===== src/rtl/core/fvc_pkg.sv =====
package fvc_pkg;

  localparam int unsigned ByteW    = 8;
  localparam int unsigned LenW     = 5;
  localparam int unsigned SeqW     = 6;
  localparam int unsigned TypeW    = 5;
  localparam int unsigned CfgIdxW  = 1;
  localparam int unsigned CfgDataW = 8;

  localparam logic [ByteW-1:0] CrcPoly     = 8'h07;
  localparam logic [ByteW-1:0] CrcInit     = 8'h00;
  localparam logic [ByteW-1:0] IndexMax    = 8'hFF;
  localparam logic [ByteW-1:0] HdrSkip     = 8'd3;
  localparam logic [ByteW-1:0] MarkerReset = 8'd126;
  localparam logic [ByteW-1:0] MinLenReset = 8'd14;

  typedef enum logic [2:0] {
    ERR_OK     = 3'd0,
    ERR_SHORT  = 3'd1,
    ERR_MARKER = 3'd2,
    ERR_TRUNC  = 3'd3,
    ERR_CRC    = 3'd4
  } err_e;

  typedef enum logic [CfgIdxW-1:0] {
    REG_START_MARKER    = 1'b0,
    REG_MIN_FRAME_BYTES = 1'b1
  } cfg_reg_e;

  typedef struct packed {
    logic [ByteW-1:0] start_marker;
    logic [ByteW-1:0] min_frame_bytes;
  } cfg_t;

  typedef struct packed {
    logic [ByteW-1:0] rx_byte;
    logic             last_byte;
  } item_t;

  typedef struct packed {
    logic [ByteW-1:0] payload_byte;
    logic             payload_valid;
    logic             verdict_valid;
    logic             frame_ok;
    err_e             error_code;
    logic [LenW-1:0]  data_length;
    logic [SeqW-1:0]  sequence_res;
    logic [TypeW-1:0] frame_type;
    logic [ByteW-1:0] crc_received;
  } result_t;

  // One byte through CRC-8, MSB first, no reflection.
  function automatic logic [ByteW-1:0] crc8_feed(input logic [ByteW-1:0] crc,
                                                 input logic [ByteW-1:0] b);
    logic [ByteW-1:0] v;
    v = crc ^ b;
    for (int k = 0; k < ByteW; k++) begin
      v = v[ByteW-1] ? ((v << 1) ^ CrcPoly) : (v << 1);
    end
    return v;
  endfunction

endpackage


===== src/rtl/core/fvc_in_if.sv =====
interface fvc_in_if import fvc_pkg::*; ();
  logic             valid;
  logic             ready;
  logic [ByteW-1:0] rx_byte;
  logic             last_byte;

  modport source (output valid, output rx_byte, output last_byte, input ready);
  modport sink (input valid, input rx_byte, input last_byte, output ready);
endinterface


===== src/rtl/core/fvc_out_if.sv =====
interface fvc_out_if import fvc_pkg::*; ();
  logic             valid;
  logic             ready;
  logic [ByteW-1:0] payload_byte;
  logic             payload_valid;
  logic             verdict_valid;
  logic             frame_ok;
  logic [2:0]       error_code;
  logic [LenW-1:0]  data_length;
  logic [SeqW-1:0]  sequence_res;
  logic [TypeW-1:0] frame_type;
  logic [ByteW-1:0] crc_received;

  modport source (
    output valid, output payload_byte, output payload_valid, output verdict_valid,
    output frame_ok, output error_code, output data_length, output sequence_res,
    output frame_type, output crc_received, input ready
  );
  modport sink (
    input valid, input payload_byte, input payload_valid, input verdict_valid,
    input frame_ok, input error_code, input data_length, input sequence_res,
    input frame_type, input crc_received, output ready
  );
endinterface


===== src/rtl/core/fvc_in_stage.sv =====
module fvc_in_stage import fvc_pkg::*; (
  input  logic      clk_i,
  input  logic      rst_ni,
  fvc_in_if.sink    rx_i,
  input  logic      advance_i,
  output logic      valid_o,
  output item_t     item_o
);

  logic  valid_q, valid_d;
  item_t item_q;
  logic  take;

  // Refill in the same cycle the held byte moves on.
  assign rx_i.ready = !valid_q || advance_i;
  assign take       = rx_i.valid && rx_i.ready;

  always_comb begin
    valid_d = valid_q;
    if (advance_i) valid_d = 1'b0;
    if (take)      valid_d = 1'b1;
  end

  always_ff @(posedge clk_i or negedge rst_ni) begin
    if (!rst_ni) begin
      valid_q <= 1'b0;
    end else begin
      valid_q <= valid_d;
    end
  end

  always_ff @(posedge clk_i) begin
    if (take) begin
      item_q <= '{rx_byte: rx_i.rx_byte, last_byte: rx_i.last_byte};
    end
  end

  assign valid_o = valid_q;
  assign item_o  = item_q;

endmodule


===== src/rtl/core/fvc_frame_core.sv =====
module fvc_frame_core import fvc_pkg::*; (
  input  logic    clk_i,
  input  logic    rst_ni,
  input  cfg_t    cfg_i,
  input  logic    fire_i,
  input  item_t   item_i,
  output result_t res_o
);

  logic [ByteW-1:0] byte_index_q, byte_index_d;
  logic [ByteW-1:0] crc_running_q, crc_running_d;
  logic             marker_good_q, marker_good_d;
  logic [ByteW-1:0] header_first_q, header_first_d;
  logic [ByteW-1:0] header_second_q, header_second_d;
  logic             crc_seen_q, crc_seen_d;
  logic             crc_match_q, crc_match_d;
  logic [ByteW-1:0] crc_byte_kept_q, crc_byte_kept_d;

  logic [ByteW-1:0] b;
  logic [ByteW-1:0] crc_end;
  logic [ByteW-1:0] count;
  logic [LenW-1:0]  len;
  err_e             err;

  assign b       = item_i.rx_byte;
  assign len     = header_first_q[ByteW-1 -: LenW];
  assign crc_end = {{(ByteW-LenW){1'b0}}, len} + HdrSkip;
  assign count   = (byte_index_q != IndexMax) ? byte_index_q + 8'd1 : IndexMax;

  always_comb begin
    // Frame state after this byte
    crc_running_d   = crc_running_q;
    marker_good_d   = marker_good_q;
    header_first_d  = header_first_q;
    header_second_d = header_second_q;
    crc_seen_d      = crc_seen_q;
    crc_match_d     = crc_match_q;
    crc_byte_kept_d = crc_byte_kept_q;
    res_o           = '0;
    res_o.error_code = ERR_OK;

    if (byte_index_q == 8'd0) begin
      crc_running_d   = CrcInit;
      header_first_d  = '0;
      header_second_d = '0;
      crc_seen_d      = 1'b0;
      crc_match_d     = 1'b0;
      crc_byte_kept_d = '0;
      marker_good_d   = (b == cfg_i.start_marker);
    end else if (byte_index_q == 8'd1) begin
      header_first_d = b;
      crc_running_d  = crc8_feed(crc_running_q, b);
    end else if (byte_index_q == 8'd2) begin
      header_second_d = b;
      crc_running_d   = crc8_feed(crc_running_q, b);
    end else if (byte_index_q < crc_end) begin
      res_o.payload_byte  = b;
      res_o.payload_valid = 1'b1;
      crc_running_d       = crc8_feed(crc_running_q, b);
    end else if (byte_index_q == crc_end) begin
      crc_seen_d      = 1'b1;
      crc_byte_kept_d = b;
      crc_match_d     = (b == crc_running_q);
    end

    if (count < cfg_i.min_frame_bytes) err = ERR_SHORT;
    else if (!marker_good_d)            err = ERR_MARKER;
    else if (!crc_seen_d)               err = ERR_TRUNC;
    else if (!crc_match_d)              err = ERR_CRC;
    else                                err = ERR_OK;

    if (item_i.last_byte) begin
      res_o.verdict_valid = 1'b1;
      res_o.frame_ok      = (err == ERR_OK);
      res_o.error_code    = err;
      res_o.data_length   = header_first_d[ByteW-1 -: LenW];
      res_o.sequence_res  = {header_first_d[2:0], header_second_d[7:5]};
      res_o.frame_type    = header_second_d[TypeW-1:0];
      res_o.crc_received  = crc_byte_kept_d;
      byte_index_d        = '0;
    end else begin
      byte_index_d = count;
    end
  end

  always_ff @(posedge clk_i or negedge rst_ni) begin
    if (!rst_ni) begin
      byte_index_q    <= '0;
      crc_running_q   <= CrcInit;
      marker_good_q   <= 1'b0;
      header_first_q  <= '0;
      header_second_q <= '0;
      crc_seen_q      <= 1'b0;
      crc_match_q     <= 1'b0;
      crc_byte_kept_q <= '0;
    end else if (fire_i) begin
      byte_index_q <= byte_index_d;
      if (item_i.last_byte) begin
        crc_running_q   <= CrcInit;
        marker_good_q   <= 1'b0;
        header_first_q  <= '0;
        header_second_q <= '0;
        crc_seen_q      <= 1'b0;
        crc_match_q     <= 1'b0;
        crc_byte_kept_q <= '0;
      end else begin
        crc_running_q   <= crc_running_d;
        marker_good_q   <= marker_good_d;
        header_first_q  <= header_first_d;
        header_second_q <= header_second_d;
        crc_seen_q      <= crc_seen_d;
        crc_match_q     <= crc_match_d;
        crc_byte_kept_q <= crc_byte_kept_d;
      end
    end
  end

  a_last_restarts: assert property (@(posedge clk_i) disable iff (!rst_ni)
    fire_i && item_i.last_byte |=> byte_index_q == 8'd0 && crc_running_q == CrcInit)
    else $error("frame state not cleared after last byte");

  a_index_counts: assert property (@(posedge clk_i) disable iff (!rst_ni)
    fire_i && !item_i.last_byte && byte_index_q != IndexMax
    |=> byte_index_q == $past(byte_index_q) + 8'd1)
    else $error("byte index did not advance");

  a_index_saturates: assert property (@(posedge clk_i) disable iff (!rst_ni)
    fire_i && !item_i.last_byte && byte_index_q == IndexMax |=> byte_index_q == IndexMax)
    else $error("byte index wrapped");

  a_verdict_only_on_last: assert property (@(posedge clk_i) disable iff (!rst_ni)
    fire_i |-> res_o.verdict_valid == item_i.last_byte
    && (res_o.frame_ok == (res_o.verdict_valid && res_o.error_code == ERR_OK)))
    else $error("verdict fields inconsistent");

  a_no_payload_in_header: assert property (@(posedge clk_i) disable iff (!rst_ni)
    byte_index_q < HdrSkip |-> !res_o.payload_valid)
    else $error("header byte flagged as data");

endmodule


===== src/rtl/core/fvc_out_stage.sv =====
module fvc_out_stage import fvc_pkg::*; (
  input  logic      clk_i,
  input  logic      rst_ni,
  input  logic      load_i,
  input  result_t   res_i,
  output logic      can_take_o,
  fvc_out_if.source res_o
);

  logic    valid_q, valid_d;
  result_t res_q;

  assign can_take_o = !valid_q || res_o.ready;

  always_comb begin
    valid_d = valid_q;
    if (res_o.ready) valid_d = 1'b0;
    if (load_i)      valid_d = 1'b1;
  end

  always_ff @(posedge clk_i or negedge rst_ni) begin
    if (!rst_ni) begin
      valid_q <= 1'b0;
    end else begin
      valid_q <= valid_d;
    end
  end

  always_ff @(posedge clk_i) begin
    if (load_i) begin
      res_q <= res_i;
    end
  end

  assign res_o.valid         = valid_q;
  assign res_o.payload_byte  = res_q.payload_byte;
  assign res_o.payload_valid = res_q.payload_valid;
  assign res_o.verdict_valid = res_q.verdict_valid;
  assign res_o.frame_ok      = res_q.frame_ok;
  assign res_o.error_code    = res_q.error_code;
  assign res_o.data_length   = res_q.data_length;
  assign res_o.sequence_res  = res_q.sequence_res;
  assign res_o.frame_type    = res_q.frame_type;
  assign res_o.crc_received  = res_q.crc_received;

endmodule


===== src/rtl/core/frame_validator_crc8_unit.sv =====
// Frame checker with CRC-8 (poly 0x07, init 0, MSB first) over the header and
// data bytes. Takes one captured byte per cycle and returns exactly one result
// per byte via the input and result registers; the whole per-byte update,
// including the byte-wide CRC XOR network, sits between them, so the sustained
// rate is one byte per clock as long as the result side keeps taking. Data
// bytes come out with payload_valid set; the byte marked last carries the
// verdict (too short, bad marker, truncated, CRC mismatch, checked in that
// order) and the header fields, and the next byte starts a new frame. The
// user must write start_marker (index 0) and min_frame_bytes (index 1) only
// while no frame byte is in flight; the block does not enforce this.
module frame_validator_crc8_unit import fvc_pkg::*; (
  input  logic                clk_i,
  input  logic                rst_ni,
  input  logic                cfg_we_i,
  input  logic [CfgIdxW-1:0]  cfg_idx_i,
  input  logic [CfgDataW-1:0] cfg_wdata_i,
  fvc_in_if.sink              rx_i,
  fvc_out_if.source           res_o
);

  cfg_t    cfg_q, cfg_d;
  logic    item_valid;
  item_t   item;
  logic    can_take;
  logic    advance;
  result_t res_d;

  always_comb begin
    cfg_d = cfg_q;
    if (cfg_we_i) begin
      unique case (cfg_reg_e'(cfg_idx_i))
        REG_START_MARKER:    cfg_d.start_marker    = cfg_wdata_i;
        REG_MIN_FRAME_BYTES: cfg_d.min_frame_bytes = cfg_wdata_i;
        default:             cfg_d = cfg_q;
      endcase
    end
  end

  always_ff @(posedge clk_i or negedge rst_ni) begin
    if (!rst_ni) begin
      cfg_q <= '{start_marker: MarkerReset, min_frame_bytes: MinLenReset};
    end else begin
      cfg_q <= cfg_d;
    end
  end

  // Byte moves from the input register into the result register.
  assign advance = item_valid && can_take;

  fvc_in_stage u_in_stage (
    .clk_i     (clk_i),
    .rst_ni    (rst_ni),
    .rx_i      (rx_i),
    .advance_i (advance),
    .valid_o   (item_valid),
    .item_o    (item)
  );

  fvc_frame_core u_frame_core (
    .clk_i  (clk_i),
    .rst_ni (rst_ni),
    .cfg_i  (cfg_q),
    .fire_i (advance),
    .item_i (item),
    .res_o  (res_d)
  );

  fvc_out_stage u_out_stage (
    .clk_i      (clk_i),
    .rst_ni     (rst_ni),
    .load_i     (advance),
    .res_i      (res_d),
    .can_take_o (can_take),
    .res_o      (res_o)
  );

endmodule

===== src/flat_wrapper.sv =====
// flat-port wrapper written by rule: the top's interface ports become plain ports
module frame_validator_crc8_unit_flat import fvc_pkg::*;
  (clk_i, rst_ni, cfg_we_i, cfg_idx_i, cfg_wdata_i, rx_i_valid, rx_i_rx_byte, rx_i_last_byte, rx_i_ready, res_o_valid, res_o_payload_byte, res_o_payload_valid, res_o_verdict_valid, res_o_frame_ok, res_o_error_code, res_o_data_length, res_o_sequence_res, res_o_frame_type, res_o_crc_received, res_o_ready);
  fvc_in_if rx_i_i ();
  fvc_out_if res_o_i ();
  input  logic clk_i;
  input  logic rst_ni;
  input  logic cfg_we_i;
  input  logic [CfgIdxW-1:0] cfg_idx_i;
  input  logic [CfgDataW-1:0] cfg_wdata_i;
  input wire logic [$bits(rx_i_i.valid)-1:0] rx_i_valid;
  input wire logic [$bits(rx_i_i.rx_byte)-1:0] rx_i_rx_byte;
  input wire logic [$bits(rx_i_i.last_byte)-1:0] rx_i_last_byte;
  output wire logic [$bits(rx_i_i.ready)-1:0] rx_i_ready;
  output wire logic [$bits(res_o_i.valid)-1:0] res_o_valid;
  output wire logic [$bits(res_o_i.payload_byte)-1:0] res_o_payload_byte;
  output wire logic [$bits(res_o_i.payload_valid)-1:0] res_o_payload_valid;
  output wire logic [$bits(res_o_i.verdict_valid)-1:0] res_o_verdict_valid;
  output wire logic [$bits(res_o_i.frame_ok)-1:0] res_o_frame_ok;
  output wire logic [$bits(res_o_i.error_code)-1:0] res_o_error_code;
  output wire logic [$bits(res_o_i.data_length)-1:0] res_o_data_length;
  output wire logic [$bits(res_o_i.sequence_res)-1:0] res_o_sequence_res;
  output wire logic [$bits(res_o_i.frame_type)-1:0] res_o_frame_type;
  output wire logic [$bits(res_o_i.crc_received)-1:0] res_o_crc_received;
  input wire logic [$bits(res_o_i.ready)-1:0] res_o_ready;
  assign rx_i_i.valid = rx_i_valid;
  assign rx_i_i.rx_byte = rx_i_rx_byte;
  assign rx_i_i.last_byte = rx_i_last_byte;
  assign rx_i_ready = rx_i_i.ready;
  assign res_o_valid = res_o_i.valid;
  assign res_o_payload_byte = res_o_i.payload_byte;
  assign res_o_payload_valid = res_o_i.payload_valid;
  assign res_o_verdict_valid = res_o_i.verdict_valid;
  assign res_o_frame_ok = res_o_i.frame_ok;
  assign res_o_error_code = res_o_i.error_code;
  assign res_o_data_length = res_o_i.data_length;
  assign res_o_sequence_res = res_o_i.sequence_res;
  assign res_o_frame_type = res_o_i.frame_type;
  assign res_o_crc_received = res_o_i.crc_received;
  assign res_o_i.ready = res_o_ready;
  frame_validator_crc8_unit u_core (.clk_i(clk_i), .rst_ni(rst_ni), .cfg_we_i(cfg_we_i), .cfg_idx_i(cfg_idx_i), .cfg_wdata_i(cfg_wdata_i), .rx_i(rx_i_i), .res_o(res_o_i));
endmodule

===== config.mk =====
export PLATFORM = sky130hd
export DESIGN_NAME = frame_validator_crc8_unit_flat
export DESIGN_NICKNAME = d
export VERILOG_FILES = /design/src/rtl/core/fvc_pkg.sv /design/src/rtl/core/fvc_in_if.sv /design/src/rtl/core/fvc_out_if.sv /design/src/rtl/core/fvc_in_stage.sv /design/src/rtl/core/fvc_frame_core.sv /design/src/rtl/core/fvc_out_stage.sv /design/src/rtl/core/frame_validator_crc8_unit.sv /design/src/flat_wrapper.sv
export SDC_FILE = /design/constraint.sdc
export NUM_CORES = 1
export LEC_CHECK = 0
export BUFFER_PORTS_ARGS = -buffer_cell sky130_fd_sc_hd__buf_2
export CAP_MARGIN = 20
export CORE_MARGIN = 8
export CORE_UTILIZATION = 45
export DETAILED_ROUTE_END_ITERATION = 7
export GPL_TIMING_DRIVEN = 0
export PLACE_DENSITY = 0.74
export SLEW_MARGIN = 10
export SYNTH_ARGS = -nofsm -noshare
export SYNTH_HDL_FRONTEND = slang
export SYNTH_SLANG_ARGS = --single-unit

===== constraint.sdc =====
create_clock -name clk_i -period 3.8 [get_ports clk_i]
set_input_delay 0 -clock clk_i [delete_from_list [all_inputs] [get_ports clk_i]]
set_output_delay 0 -clock clk_i [all_outputs]
set_load 0.01 [all_outputs]

==> summary.md, run 1 <==
| Metric | Value |
|---|---|
| Status | `complete, no violations` |
| CP arrival | `about 3000 ps` |
| Metal3 WL | `about 630 µm` |
| Clk slew on worst S/H paths | `~80 ps` |
| Post-synth top area share | `between 20% and 30%` |
| Die height | `between 100 and 150 µm` |
| Post_cts resized | `0` |
| Inst Count DP | `roughly 650` |
| Row count | `40` |
| Max-slew violation count | `0` |
| Crit path launch type | `flip-flop` |
| Crit path kind | `flip-flop to flip-flop` |
| # IOs | `63` |
| Clk_skew | `roughly 9.5 ps` |
| Die Wd | `between 100 and 150 µm` |
| Final ANT Viol Nets | `0` |
| # H-tree levels | `3` |
| Sw Ratio | `about a third` |
| Layout cell share with drive strength beyond 1 | `26.2%` |
| Port bufs | `62` |
| Met2 wire length | `around 5700 µm` |
| Synth cell types | `63` |
| Final setup viols | `0` |
| Root Buffer | `clkbuf_16` |
| DR pass1 iterations | `5` |
| Least-Margin Pin Slew | `approximately 800 ps` |
| Initial core utilization | `around 46%` |
| Worst-path fanout max | `6` |
| Routed WL | `approximately 12,000 µm` |
| Fraction of registers with async set/reset | `between 50% and 60%` |
| GRT Overall Usage | `between 15 and 20%` |
| Fmax | `about 340 MHz` |
| Worst path top cell family by delay | `compound AO/OA/AOI/OAI gates` |
| Routed vias | `between 3,000 and 4,000` |
| Ant. Diodes | `0` |
| DR WL/cell | `between 15 and 20 µm` |
| Ys flop type | `dfrtp_1` |
| Syn Area/Cell | `12.6 µm²` |
| Register area share after synthesis | `between 50% and 60%` |
| Area contributors post-synth | `edfxtp_1 26%, dfrtp_1 24%, ha_1 4.8%` |
| P per Cell Area | `approximately 530 mW/mm²` |
| Worst-path cell chain | `ha_1 -> and2_1 -> nand4_1 -> mux2_2 -> ha_1 -> a21oi_1 -> nand2_1 -> a221o_1 -> o211ai_1 -> and2b_1` |
| Cell area after synthesis | `around 0.0055 mm²` |
| Unrepaired setup endpoints after global routing | `false` |
| Synth cell count leaders | `52 x dfrtp_1, 47 x edfxtp_1, 32 x nand2_1` |
| Leading area contributor after synthesis | `edfxtp_1` |
| Mapped Nets | `around 480` |
| Combinational power share | `between 20% and 30%` |
| VDD IR max | `between 0.0002 and 0.0003 V` |
| Non-Filler Instances | `682` |
| Setup ws final | `867 ps` |
| First-pass GRT wire length | `19,800 µm` |
| Die Area | `0.0160 mm²` |
| Total Power | `~3.5 mW` |
| Avg Vias per Cell | `5.54` |
| Worst r2r src | `u_core.u_frame_core.byte_index_q[0]` |
| Maximum clock path buffer count | `2` |
| Clock Power Share | `27.1%` |
| Reg area | `0.00295 mm²` |
| Cells after Synth | `roughly 440` |
| CP required | `roughly 4000 ps` |
| CTS buffer count | `9` |
| Sequential Power Share | `around 43%` |
| Levels on crit path | `10` |
| Core Region | `0.0120 mm²` |
| Period utilisation layout | `a little under 80%` |
| Hold Crit Class | `input port to asynchronous set/reset pin` |
| Hold slack | `~250 ps` |
| Setup TNS | `0 ps` |
| M1 wire length | `between 5000 and 6000 µm` |
| DR iter-0 viols | `roughly 330` |
| Sw power | `~1.1 mW` |
| WP buf/inv | `0` |
| Minimum clock period | `just under 3000 ps` |
| Synthesized flop and latch total | `approximately 110` |
| Fin nets | `574` |
| Critical path capture point type | `flip-flop` |
| Largest stage delay on the critical path | `between 400 and 500 ps` |
| Clk_lat worst skew | `~360 ps` |
| Placer congestion estimate | `between 0.8 and 0.9` |
| Final hold viol count | `0` |
| Max layer used | `met4` |
| Vias in the first global route | `between 3,000 and 4,000` |
| Internal power | `2.34 mW` |
| Synth Warn # | `0` |
| Crit path top cell by count | `ha_1` |
| CTS tree | `built` |
| Crit path max-delay cell type | `dfrtp_1` |
| # Max-Cap Violations | `0` |
| R2R cell count | `10` |
| Multi-input gate area | `between 0.002 and 0.0025 mm²` |
| Number of enable flip-flop cells after synthesis | `47` |
| Worst slew margin | `between 40% and 50%` |
| Clock Sinks | `approximately 110` |
| HPWL after DPL | `~8400 µm` |
| Count leader, synth | `dfrtp_1` |
| Residual DRC count | `0` |
| Fill cell count | `about 1,000` |
| Layout area overhead | `18.7%` |
| LEAKAGE | `2.88 nW` |
| Pre-CTS setup slack | `about 900 ps` |
| Initial antenna violation count | `0` |
| Gr ovfl total | `0` |
| Largest net degree at the start of global routing | `between 60 and 70` |
| Worst Setup SP | `u_core.u_frame_core.byte_index_q[0]` |
-- placed cells by master (no fill, tap or decap), types with 14 or more instances in the layout --
cell	count
edfxtp_1	47
nand2_1	32
dlygate4sd3_1	21
mux2_2	18
nor2_1	31
mux2i_1	17
a21oi_1	15
buf_2	68
xnor2_1	18
ha_1	21
a32o_1	25
inv_1	14
dfrtp_1	52
-- worst reg2reg max path: cells and delay by family (launching register included) --
| kind | cells | cell delay (ps) |
|---|---|---|
| AOI/OAI and AO/OA | 3 | 660 |
| and+or+nand+nor | 4 | 610 |
| DFF | 1 | 460 |
| muxes | 1 | 360 |
| adders and majority gates | 2 | 600 |
-- state kept, by name (all words and copies together), names as in the netlist, 3 cells and up --
| signal | cells |
|---|---|
| u_core.cfg_q | 16 |
| u_core.u_in_stage.item_o | 9 |
| u_core.u_frame_core.byte_index_q | 8 |
| u_core.u_frame_core.crc_byte_kept_q | 8 |
| u_core.u_frame_core.crc_running_q | 8 |
| u_core.u_frame_core.header_first_q | 8 |
| u_core.u_frame_core.header_second_q | 8 |
| u_core.u_out_stage.res_o.crc_received | 8 |
| u_core.u_out_stage.res_o.payload_byte | 8 |
| u_core.u_out_stage.res_o.sequence_res | 6 |
| u_core.u_out_stage.res_o.data_length | 5 |
| u_core.u_out_stage.res_o.frame_type | 5 |
| u_core.u_out_stage.res_o.error_code | 3 |
-- cell type report --
class	count	share of cell area [%]
clock buffer	9	3.45
buffer	20	1.76
timing repair buffer	84	8.32
multi-input combinational	292	36.4
tap	147	2.82
inverter	15	0.862
sequential	108	45.2
clock inverter	7	1.19
-- metal layers --
| metal | track usage (%) | vias up |
|---|---|---|
| met5 | 0 | - |
| met4 | 6.51 | 0 |
| met3 | 3.52 | 21 |
| met2 | 25.4 | 120 |
| met1 | 19.3 | 1836 |
| li1 | - | 1800 |
-- what timing repair did --
| item | 4_1_cts | 5_1_grt |
|---|---|---|
| setup buffers | 0 | 0 |
| hold buffers | 21 | 0 |
| endpoints found under the hold margin | 79 | 0 |
-- power groups by stage --
stage / Sequential, mW / Combinational (mW) / Clock [mW]
after floorplan: 1.51 / 0.757 / 0
after global placement: 1.50 / 0.978 / 0
after detailed placement: 1.51 / 1.02 / 0
after CTS: 1.48 / 1.04 / 0.952
after global routing: 1.50 / 1.14 / 0.992
final: 1.48 / 1.03 / 0.935
-- kinds of logic (layout without fill, tap and decap cells) --
| family | Yosys count | after routing | synth area share [%] |
|---|---|---|---|
| AND/OR/NAND/NOR | 119 | 119 | 11.4 |
| flip-flops | 108 | 108 | 53.6 |
| AO/OA/AOI/OAI | 85 | 85 | 13.3 |
| multiplexers | 35 | 35 | 6.78 |
| buffers and inverters | 35 | 135 | 3.09 |
| XOR/XNOR | 32 | 32 | 7.03 |
| adder cells (fa/ha/maj) | 21 | 21 | 4.78 |
-- metrics by stage --
stage,util (%),instance area [µm²]
after global routing,54.6,6530
final,54.6,6530
after CTS,54.6,6530
after global placement,50.1,5990
after detailed placement,50.3,6020
after floorplan,-,5500
-- worst paths after layout --
check | slack, ps | end
max in group asynchronous | 3010 | u_core.u_frame_core.header_first_q[4]
max | 870 | u_core.u_out_stage.res_o.error_code[2]
min | 250 | u_core.cfg_q[6]
max reg2reg | 870 | u_core.u_out_stage.res_o.error_code[2]
min reg2reg | 500 | u_core.u_frame_core.header_second_q[5]
min in group clk_i | 260 | u_core.cfg_q[6]
No activity file was read; power rests on OpenSTA's default activity.
==> inputs of run 2 (changes only) <==
ABC_AREA = 1   (was default)
PLACE_DENSITY = 0.77   (was 0.74)
clock period = 2.6 ns   (was 3.8 ns; I/O delays follow)
==> summary.md, run 2 <==
| Metric | Value |
|---|---|
| Die Area | `0.0154 mm² (was 0.0160 mm²)` |
| DR iter-0 viols | `390 (was 334)` |
| Gr ovfl total | `0 (unchanged)` |
| Root Buffer | `clkbuf_16 (unchanged)` |
| Worst path top cell family by delay | `simple AND/OR/NAND/NOR gates (was compound AO/OA/AOI/OAI gates)` |
| Register area share after synthesis | `56.2% (was 53.6%)` |
| Fin nets | `711 (was 574)` |
| HPWL after DPL | `8840 µm (was 8360 µm)` |
| Largest register FFs | `16 (unchanged)` |
| Setup TNS | `0 ps (unchanged)` |
| Row count | `39 (was 40)` |
| Final setup viols | `0 (unchanged)` |
| # H-tree levels | `3 (unchanged)` |
| VDD IR max | `0.000395 V (was 0.000276 V)` |
| Commonest non-fill, non-tap cell in the layout | `nand2_1 (was buf_2)` |
| Routed WL | `12,800 µm (was 12,000 µm)` |
| Mapped Nets | `610 (was 479)` |
| Max-slew violation count | `0 (unchanged)` |
| Syn Area/Cell | `9.28 µm² (was 12.6 µm²)` |
| Total Power | `5.77 mW (was 3.45 mW)` |
| CP required | `2700 ps (was 3900 ps)` |
| CTS buffer count | `9 (unchanged)` |
| Clock Sinks | `108 (unchanged)` |
| Critical path capture point type | `flip-flop (unchanged)` |
| Synthesized flop and latch total | `108 (unchanged)` |
| Largest net degree at the start of global routing | `62 (unchanged)` |
| Least-Margin Pin Slew | `789 ps (was 784 ps)` |
| Routed vias | `4,327 (was 3,777)` |
| Final hold viol count | `0 (unchanged)` |
| CTS tree | `built (unchanged)` |
| Hold Crit Class | `input port to flip-flop (was input port to asynchronous set/reset pin)` |
| Most frequent cells in the layout | `100 x nand2_1, 86 x inv_1, 63 x buf_2, 53 x nor2_1, 49 x dfrtp_1 (was 68 x buf_2, 52 x dfrtp_1, 47 x edfxtp_1, 32 x nand2_1, 31 x nor2_1)` |
| Synth cell count leaders | `105 x nand2_1, 88 x inv_1, 58 x o21ai_0 (was 52 x dfrtp_1, 47 x edfxtp_1, 32 x nand2_1)` |
| Fill cell count | `973 (was 975)` |
| Hold path cells | `4` |
| Final instance area | `0.00640 mm² (was 0.00653 mm²)` |
| GRT Overall Usage | `17.3% (was 15.5%)` |
| DR pass1 iterations | `5 (unchanged)` |
| Unrepaired setup endpoints after global routing | `false (unchanged)` |
| Vias in the first global route | `4,330 (was 3,852)` |
| # Max-Cap Violations | `0 (unchanged)` |
| LEAKAGE | `2.98 nW (was 2.88 nW)` |
| Fraction of registers with async set/reset | `56.5% (unchanged)` |
| First-pass GRT wire length | `21,000 µm (was 19,800 µm)` |
| Worst-path cell chain | `ha_1 -> nand2_2 -> inv_1 -> o31ai_2 -> inv_1 -> ha_1 -> nand2_1 -> nor2_1 -> a211oi_1 -> nand2_1 -> nand3b_1 -> nor2_1 (was ha_1 -> and2_1 -> nand4_1 -> mux2_2 -> ha_1 -> a21oi_1 -> nand2_1 -> a221o_1 -> o211ai_1 -> and2b_1)` |
| Hold Startpoint | `cfg_we_i` |
| CP arrival | `2560 ps (was 3040 ps)` |
| Worst slew margin | `47.4% (was 47.7%)` |
| Cell area after synthesis | `0.00525 mm² (was 0.00550 mm²)` |
| Post-synth top area share | `26.9% (was 25.7%)` |
| Layout cell share with drive strength beyond 1 | `18.6% (was 26.2%)` |
| Status | `complete, no violations (unchanged)` |
| Maximum clock path buffer count | `2 (unchanged)` |
| Minimum clock period | `2460 ps (was 2930 ps)` |
| R2R cell count | `12 (was 10)` |
| Residual DRC count | `0 (unchanged)` |
| Ys flop type | `dfrtp_1 (unchanged)` |
| R2r endpoint | `u_core.u_out_stage.res_o.error_code[2] (unchanged)` |
| Clk slew on worst S/H paths | `80 ps (about the same)` |
| Leading area contributor after synthesis | `edfxtp_1 (unchanged)` |
| DR WL/cell | `15.7 µm (was 17.6 µm)` |
| Initial antenna violation count | `0 (unchanged)` |
| Hold slack | `45.0 ps (was 252 ps)` |
| Area contributors post-synth | `edfxtp_1 27%, dfrtp_1 25%, nand2_1 7.5% (was edfxtp_1 26%, dfrtp_1 24%, ha_1 4.8%)` |
| Ant. Diodes | `0 (unchanged)` |
| Placer congestion estimate | `0.890 (was 0.841)` |
| Final ANT Viol Nets | `0 (unchanged)` |
| P per Cell Area | `902 mW/mm² (was 529 mW/mm²)` |
| Port bufs | `62 (unchanged)` |
| Hold EP | `u_core.cfg_q[10]` |
| WP buf/inv | `2 (was 0)` |
| Period utilisation layout | `94.6% (was 77.2%)` |
| Crit path kind | `flip-flop to flip-flop (unchanged)` |
| Clk_lat worst skew | `350 ps (was 360 ps)` |
| Largest stage delay on the critical path | `440 ps (was 460 ps)` |
| # IOs | `63 (unchanged)` |
| Crit path max-delay cell type | `dfrtp_2 (was dfrtp_1)` |
| Synth cell types | `31 (was 63)` |
| Die height | `124 µm (was 127 µm)` |
| Core Region | `0.0114 mm² (was 0.0120 mm²)` |
| Cells after Synth | `566 (was 435)` |
| Worst-path fanout max | `5 (was 6)` |
| Area post-placement | `0.00577 mm² (was 0.00602 mm²)` |
| Largest Register | `u_core.cfg_q (unchanged)` |
| Final core utilization | `56.1% (was 54.6%)` |
| Clk_skew | `5.77 ps (was 9.47 ps)` |
| Fmax | `407 MHz (was 341 MHz)` |
| Crit path launch type | `flip-flop (unchanged)` |
| Count leader, synth | `nand2_1 (was dfrtp_1)` |
| Layout area overhead | `22.0% (was 18.7%)` |
| Number of enable flip-flop cells after synthesis | `47 (unchanged)` |
| Initial core utilization | `46.0% (about the same)` |
| Die Wd | `124 µm (was 127 µm)` |
| Synth Warn # | `0 (unchanged)` |
| R2R setup slack | `140 ps (was 870 ps)` |
| Avg Vias per Cell | `5.31 (was 5.54)` |
| Worst r2r src | `u_core.u_frame_core.byte_index_q[0] (unchanged)` |
## run 2: cell count changes after synthesis, sizes merged, moves of 12 or more
| cell | delta |
|---|---|
| inv | +76 |
| nor2 | +22 |
| and2 | -12 |
| o22ai | +29 |
| a21oi | +13 |
| nand2 | +73 |
| mux2 | -18 |
| mux2i | -17 |
| a32o | -25 |
| o21ai | +53 |
## run 2: cell type report
class	count	area, µm²	share of cell area, %
plain buffers	15	67.6	1.06
clock buffers	9	225	3.52
clock inverters	7	67.6	1.06
inverters	92	345	5.39
multi-input cells	351	1970	30.7
flip-flops and latches	108	2950	46.1
well taps	143	179	2.79
repair buffers	90	599	9.36
## run 2: worst register-to-register path, delay by kind of cell (launching register included)
kind | cells | cell delay [ps]
AND/OR/NAND/NOR | 6 | 670
adder cells (fa/ha/maj) | 2 | 540
flip-flops | 1 | 440
AO/OA/AOI/OAI | 2 | 420
buffers and inverters | 2 | 160
## run 2: worst max-delay path by stage
| stage | start | to | slack, ps | cells past startpoint |
|---|---|---|---|---|
| 5_1_grt | u_core.u_frame_core.byte_index_q[0] | u_core.u_out_stage.res_o.error_code[2] | 6 | 12 |
| 2_1_floorplan | u_core.u_out_stage.res_o.valid | u_core.u_out_stage.res_o.crc_received[0] | 210 | 4 |
| 3_5_place_dp | u_core.u_frame_core.header_first_q[3] | u_core.u_out_stage.res_o.crc_received[5] | -160 | 15 |
| 4_1_cts | u_core.u_frame_core.header_first_q[3] | u_core.u_out_stage.res_o.crc_received[0] | 40 | 16 |
| 3_3_place_gp | u_core.u_out_stage.res_o.valid | u_core.u_out_stage.res_o.data_length[0] | -340 | 4 |
| 6_report | u_core.u_frame_core.byte_index_q[0] | u_core.u_out_stage.res_o.error_code[2] | 140 | 12 |
## run 2: logic make-up after synthesis
family | after synthesis | synth area share [%]
adders and majority gates | 21 | 5.00
AOI/OAI and AO/OA | 121 | 12.6
and+or+nand+nor | 183 | 13.8
DFF | 108 | 56.2
xor gates and xnor gates | 26 | 4.62
buffers and inverters | 107 | 7.84
## run 2: what timing repair did
action,4_1_cts,5_1_grt
pin swaps,1,8
endpoints found under the setup margin,20,37
buffers inserted,1,5
cloned,0,0
hold buffers,21,0
endpoints found under the hold margin,79,0
gates resized for setup,9,27
## run 2: where the power goes
group          switching [mW]  total (mW)  internal, mW
registers               0.168        2.33          2.16
logic                    1.34        2.08         0.743
clock network           0.685        1.36         0.676
total                    2.19        5.77          3.58
## run 2: per-stage QoR
step | worst slack (ps) | instances
after floorplan | 208 | 566
after CTS | 44.0 | 810
final | 141 | 815
after detailed placement | -159 | 772
after global placement | -340 | 771
after global routing | 5.83 | 815
## run 2: layer usage
layer	track usage, %	wire length, µm	part of all wire [%]	vias up
li1	-	-	-	2069
met1	20.9	5150	40	2033
met2	29.3	6350	50	195
met3	3.81	955	7.5	30
met4	7.66	351	2.7	0
met5	0	0	0	-
==> inputs of run 3 (changes only) <==
CORE_UTILIZATION = 53   (was 45)
PLACE_DENSITY = 0.87   (was 0.77)
SLEW_MARGIN = default   (was 10)
==> summary.md, run 3 (synthesized netlist as in run 2, its figures left out) <==
| Metric | Value |
|---|---|
| Status | `complete, no violations (unchanged)` |
| Clk_skew | `14.2 ps (was 5.77 ps)` |
| DR pass1 iterations | `5 (unchanged)` |
| Layout area overhead | `20.3% (was 22.0%)` |
| Routed WL | `12,800 µm (about the same)` |
| Vias in the first global route | `4,438 (was 4,330)` |
| Worst-path fanout max | `6 (was 5)` |
| Clock Sinks | `108 (unchanged)` |
| Largest stage delay on the critical path | `420 ps (was 440 ps)` |
| Port bufs | `62 (unchanged)` |
| Die Area | `0.0133 mm² (was 0.0154 mm²)` |
| R2R cell count | `16 (was 12)` |
| Worst r2r src | `u_core.u_frame_core.header_first_q[4] (was u_core.u_frame_core.byte_index_q[0])` |
| Max-slew violation count | `0 (unchanged)` |
| # IOs | `63 (unchanged)` |
| Hold Startpoint | `cfg_idx_i (was cfg_we_i)` |
| Crit path kind | `flip-flop to flip-flop (unchanged)` |
| Crit path top cell by count | `nand2_1` |
| WP buf/inv | `3 (was 2)` |
| Layout cell share with drive strength beyond 1 | `18.4% (was 18.6%)` |
| Fin nets | `712 (was 711)` |
| Final core utilization | `65.2% (was 56.1%)` |
| Initial core utilization | `54.2% (was 46.0%)` |
| Avg Vias per Cell | `5.39 (was 5.31)` |
| Commonest non-fill, non-tap cell in the layout | `nand2_1 (unchanged)` |
| CTS buffer count | `9 (unchanged)` |
| R2R setup slack | `90 ps (was 140 ps)` |
| Worst slew margin | `51.6% (was 47.4%)` |
| # Max-Cap Violations | `0 (unchanged)` |
| Clk_lat worst skew | `380 ps (was 350 ps)` |
| Die Wd | `116 µm (was 124 µm)` |
| HPWL after DPL | `8810 µm (was 8840 µm)` |
| Setup TNS | `0 ps (unchanged)` |
| Minimum clock period | `2510 ps (was 2460 ps)` |
| CP arrival | `2730 ps (was 2560 ps)` |
| # H-tree levels | `3 (unchanged)` |
| Most frequent cells in the layout | `101 x nand2_1, 86 x inv_1, 64 x buf_2, 53 x nor2_1, 49 x dfrtp_1 (was 100 x nand2_1, 86 x inv_1, 63 x buf_2, 53 x nor2_1, 49 x dfrtp_1)` |
| Clk slew on worst S/H paths | `110 ps (was 80 ps)` |
| Routed vias | `4,347 (was 4,327)` |
| First-pass GRT wire length | `20,900 µm (was 21,000 µm)` |
| Residual DRC count | `0 (unchanged)` |
| Period utilisation layout | `96.4% (was 94.6%)` |
| LEAKAGE | `2.94 nW (was 2.98 nW)` |
| Final hold viol count | `0 (unchanged)` |
| Ant. Diodes | `0 (unchanged)` |
| Hold path cells | `4 (unchanged)` |
| Multi-input gate area | `0.00197 mm² (about the same)` |
| DR WL/cell | `15.9 µm (was 15.7 µm)` |
| Maximum clock path buffer count | `2 (unchanged)` |
| Final setup viols | `0 (unchanged)` |
| Worst path top cell family by delay | `simple AND/OR/NAND/NOR gates (unchanged)` |
| CTS tree | `built (unchanged)` |
| VDD IR max | `0.000497 V (was 0.000395 V)` |
| DR iter-0 viols | `284 (was 390)` |
| Core Region | `0.00968 mm² (was 0.0114 mm²)` |
| Reg area | `0.00295 mm² (unchanged)` |
| Crit path launch type | `flip-flop (unchanged)` |
| Row count | `36 (was 39)` |
| P per Cell Area | `862 mW/mm² (was 902 mW/mm²)` |
| Worst-path cell chain | `inv_2 -> ha_4 -> nor3_4 -> xor2_1 -> ha_1 -> nand2_1 -> inv_1 -> nand2_1 -> nor2_1 -> nand2_1 -> nor2_2 -> nand2_2 -> buf_4 -> a21oi_1 -> o21ai_1 -> nor2_1 (was ha_1 -> nand2_2 -> inv_1 -> o31ai_2 -> inv_1 -> ha_1 -> nand2_1 -> nor2_1 -> a211oi_1 -> nand2_1 -> nand3b_1 -> nor2_1)` |
| Fill cell count | `730 (was 973)` |
| Gr ovfl total | `0 (unchanged)` |
| CP required | `2830 ps (was 2700 ps)` |
| GRT Overall Usage | `20.0% (was 17.3%)` |
| Hold Crit Class | `input port to flip-flop (unchanged)` |
| Largest net degree at the start of global routing | `44 (was 62)` |
| R2r endpoint | `u_core.u_out_stage.res_o.crc_received[5] (was u_core.u_out_stage.res_o.error_code[2])` |
| Largest register FFs | `16 (unchanged)` |
| Largest Register | `u_core.cfg_q (unchanged)` |
| Critical path capture point type | `flip-flop (unchanged)` |
| Die height | `116 µm (was 124 µm)` |
| Initial antenna violation count | `0 (unchanged)` |
| Placer congestion estimate | `0.894 (was 0.890)` |
| Root Buffer | `clkbuf_8 (was clkbuf_16)` |
| Least-Margin Pin Slew | `727 ps (was 789 ps)` |
| Fmax | `399 MHz (was 407 MHz)` |
| Final ANT Viol Nets | `0 (unchanged)` |
| Crit path max-delay cell type | `dfrtp_1 (was dfrtp_2)` |
| Hold EP | `u_core.cfg_q[1] (was u_core.cfg_q[10])` |
## run 3: changes by cell type in the layout (fill, tap and decap cells not counted), sizes merged
cell | before | now
dlygate4sd3 | 21 | 22
clkinv | 5 | 4
clkinvlp | 1 | 0
inv | 93 | 94
bufinv | 0 | 1
## run 3: worst reg2reg max path, cell delays in order, from the launching register on
cell,delay [ps]
dfrtp_1,420
inv_2,100
ha_4,150
nor3_4,40
xor2_1,180
ha_1,290
nand2_1,40
inv_1,40
nand2_1,50
nor2_1,110
nand2_1,70
nor2_2,160
nand2_2,140
buf_4,170
a21oi_1,120
o21ai_1,100
nor2_1,160
## run 3: power by group
group	internal [mW]	switching, mW
Combinational	0.720	1.31
Clock	0.465	0.611
Sequential	2.16	0.182
Total	3.34	2.10
## run 3: final cells by class
type | count | area share [%]
Tap cell | 133 | 2.63
Inverter | 92 | 5.47
Buffer | 15 | 1.07
Clock buffer | 9 | 1.96
Timing Repair Buffer | 91 | 9.63
Sequential cell | 108 | 46.7
Multi-Input combinational cell | 351 | 31.2
Clock inverter | 7 | 1.29
## run 3: metal layers
| metal | global-route usage [%] | vias to the layer above | share of wire, % |
|---|---|---|---|
| li1 | - | 2056 | - |
| met3 | 4.27 | 49 | 8.1 |
| met2 | 34.5 | 205 | 49 |
| met1 | 22.7 | 2037 | 39 |
| met5 | 0 | - | 0 |
| met4 | 11.0 | 0 | 3.4 |
## run 3: worst max path at each step
| stage | from | endpoint | cells past startpoint |
|---|---|---|---|
| finish | u_core.u_frame_core.header_first_q[4] | u_core.u_out_stage.res_o.crc_received[5] | 16 |
| global route | u_core.u_frame_core.byte_index_q[1] | u_core.u_out_stage.res_o.error_code[2] | 13 |
| CTS | u_core.u_frame_core.byte_index_q[1] | u_core.u_out_stage.res_o.error_code[2] | 13 |
| detailed placement | u_core.u_frame_core.header_first_q[3] | u_core.u_out_stage.res_o.crc_received[5] | 15 |
| global placement | u_core.u_out_stage.res_o.valid | u_core.u_out_stage.res_o.data_length[1] | 4 |
| floorplan | u_core.u_out_stage.res_o.valid | u_core.u_out_stage.res_o.crc_received[0] | 4 |
## run 3: timing repair
| action | in CTS | in global routing |
|---|---|---|
| setup endpoints to repair | 20 | 28 |
| hold buffers | 22 | 0 |
| setup buffers | 2 | 3 |
| resized for setup | 8 | 25 |
| cloned | 0 | 0 |
| hold endpoints to repair | 49 | 0 |
| pin swaps | 1 | 7 |
## run 3: per-stage QoR
| step | cells | total power, mW | instance area [µm²] | worst slack, ps | hold slack [ps] |
|---|---|---|---|---|---|
| 6_report | 806 | 5.45 | 6320 | 93.6 | 13.5 |
| 5_1_grt | 806 | 5.80 | 6320 | -31.8 | 67.1 |
| 4_1_cts | 803 | 5.35 | 6220 | 13.8 | 0.720 |
| 3_5_place_dp | 763 | 4.24 | 5770 | -160 | 95.8 |
| 3_3_place_gp | 761 | 4.12 | 5730 | -256 | 177 |
| 2_1_floorplan | 566 | 3.66 | 5250 | 208 | -296 |
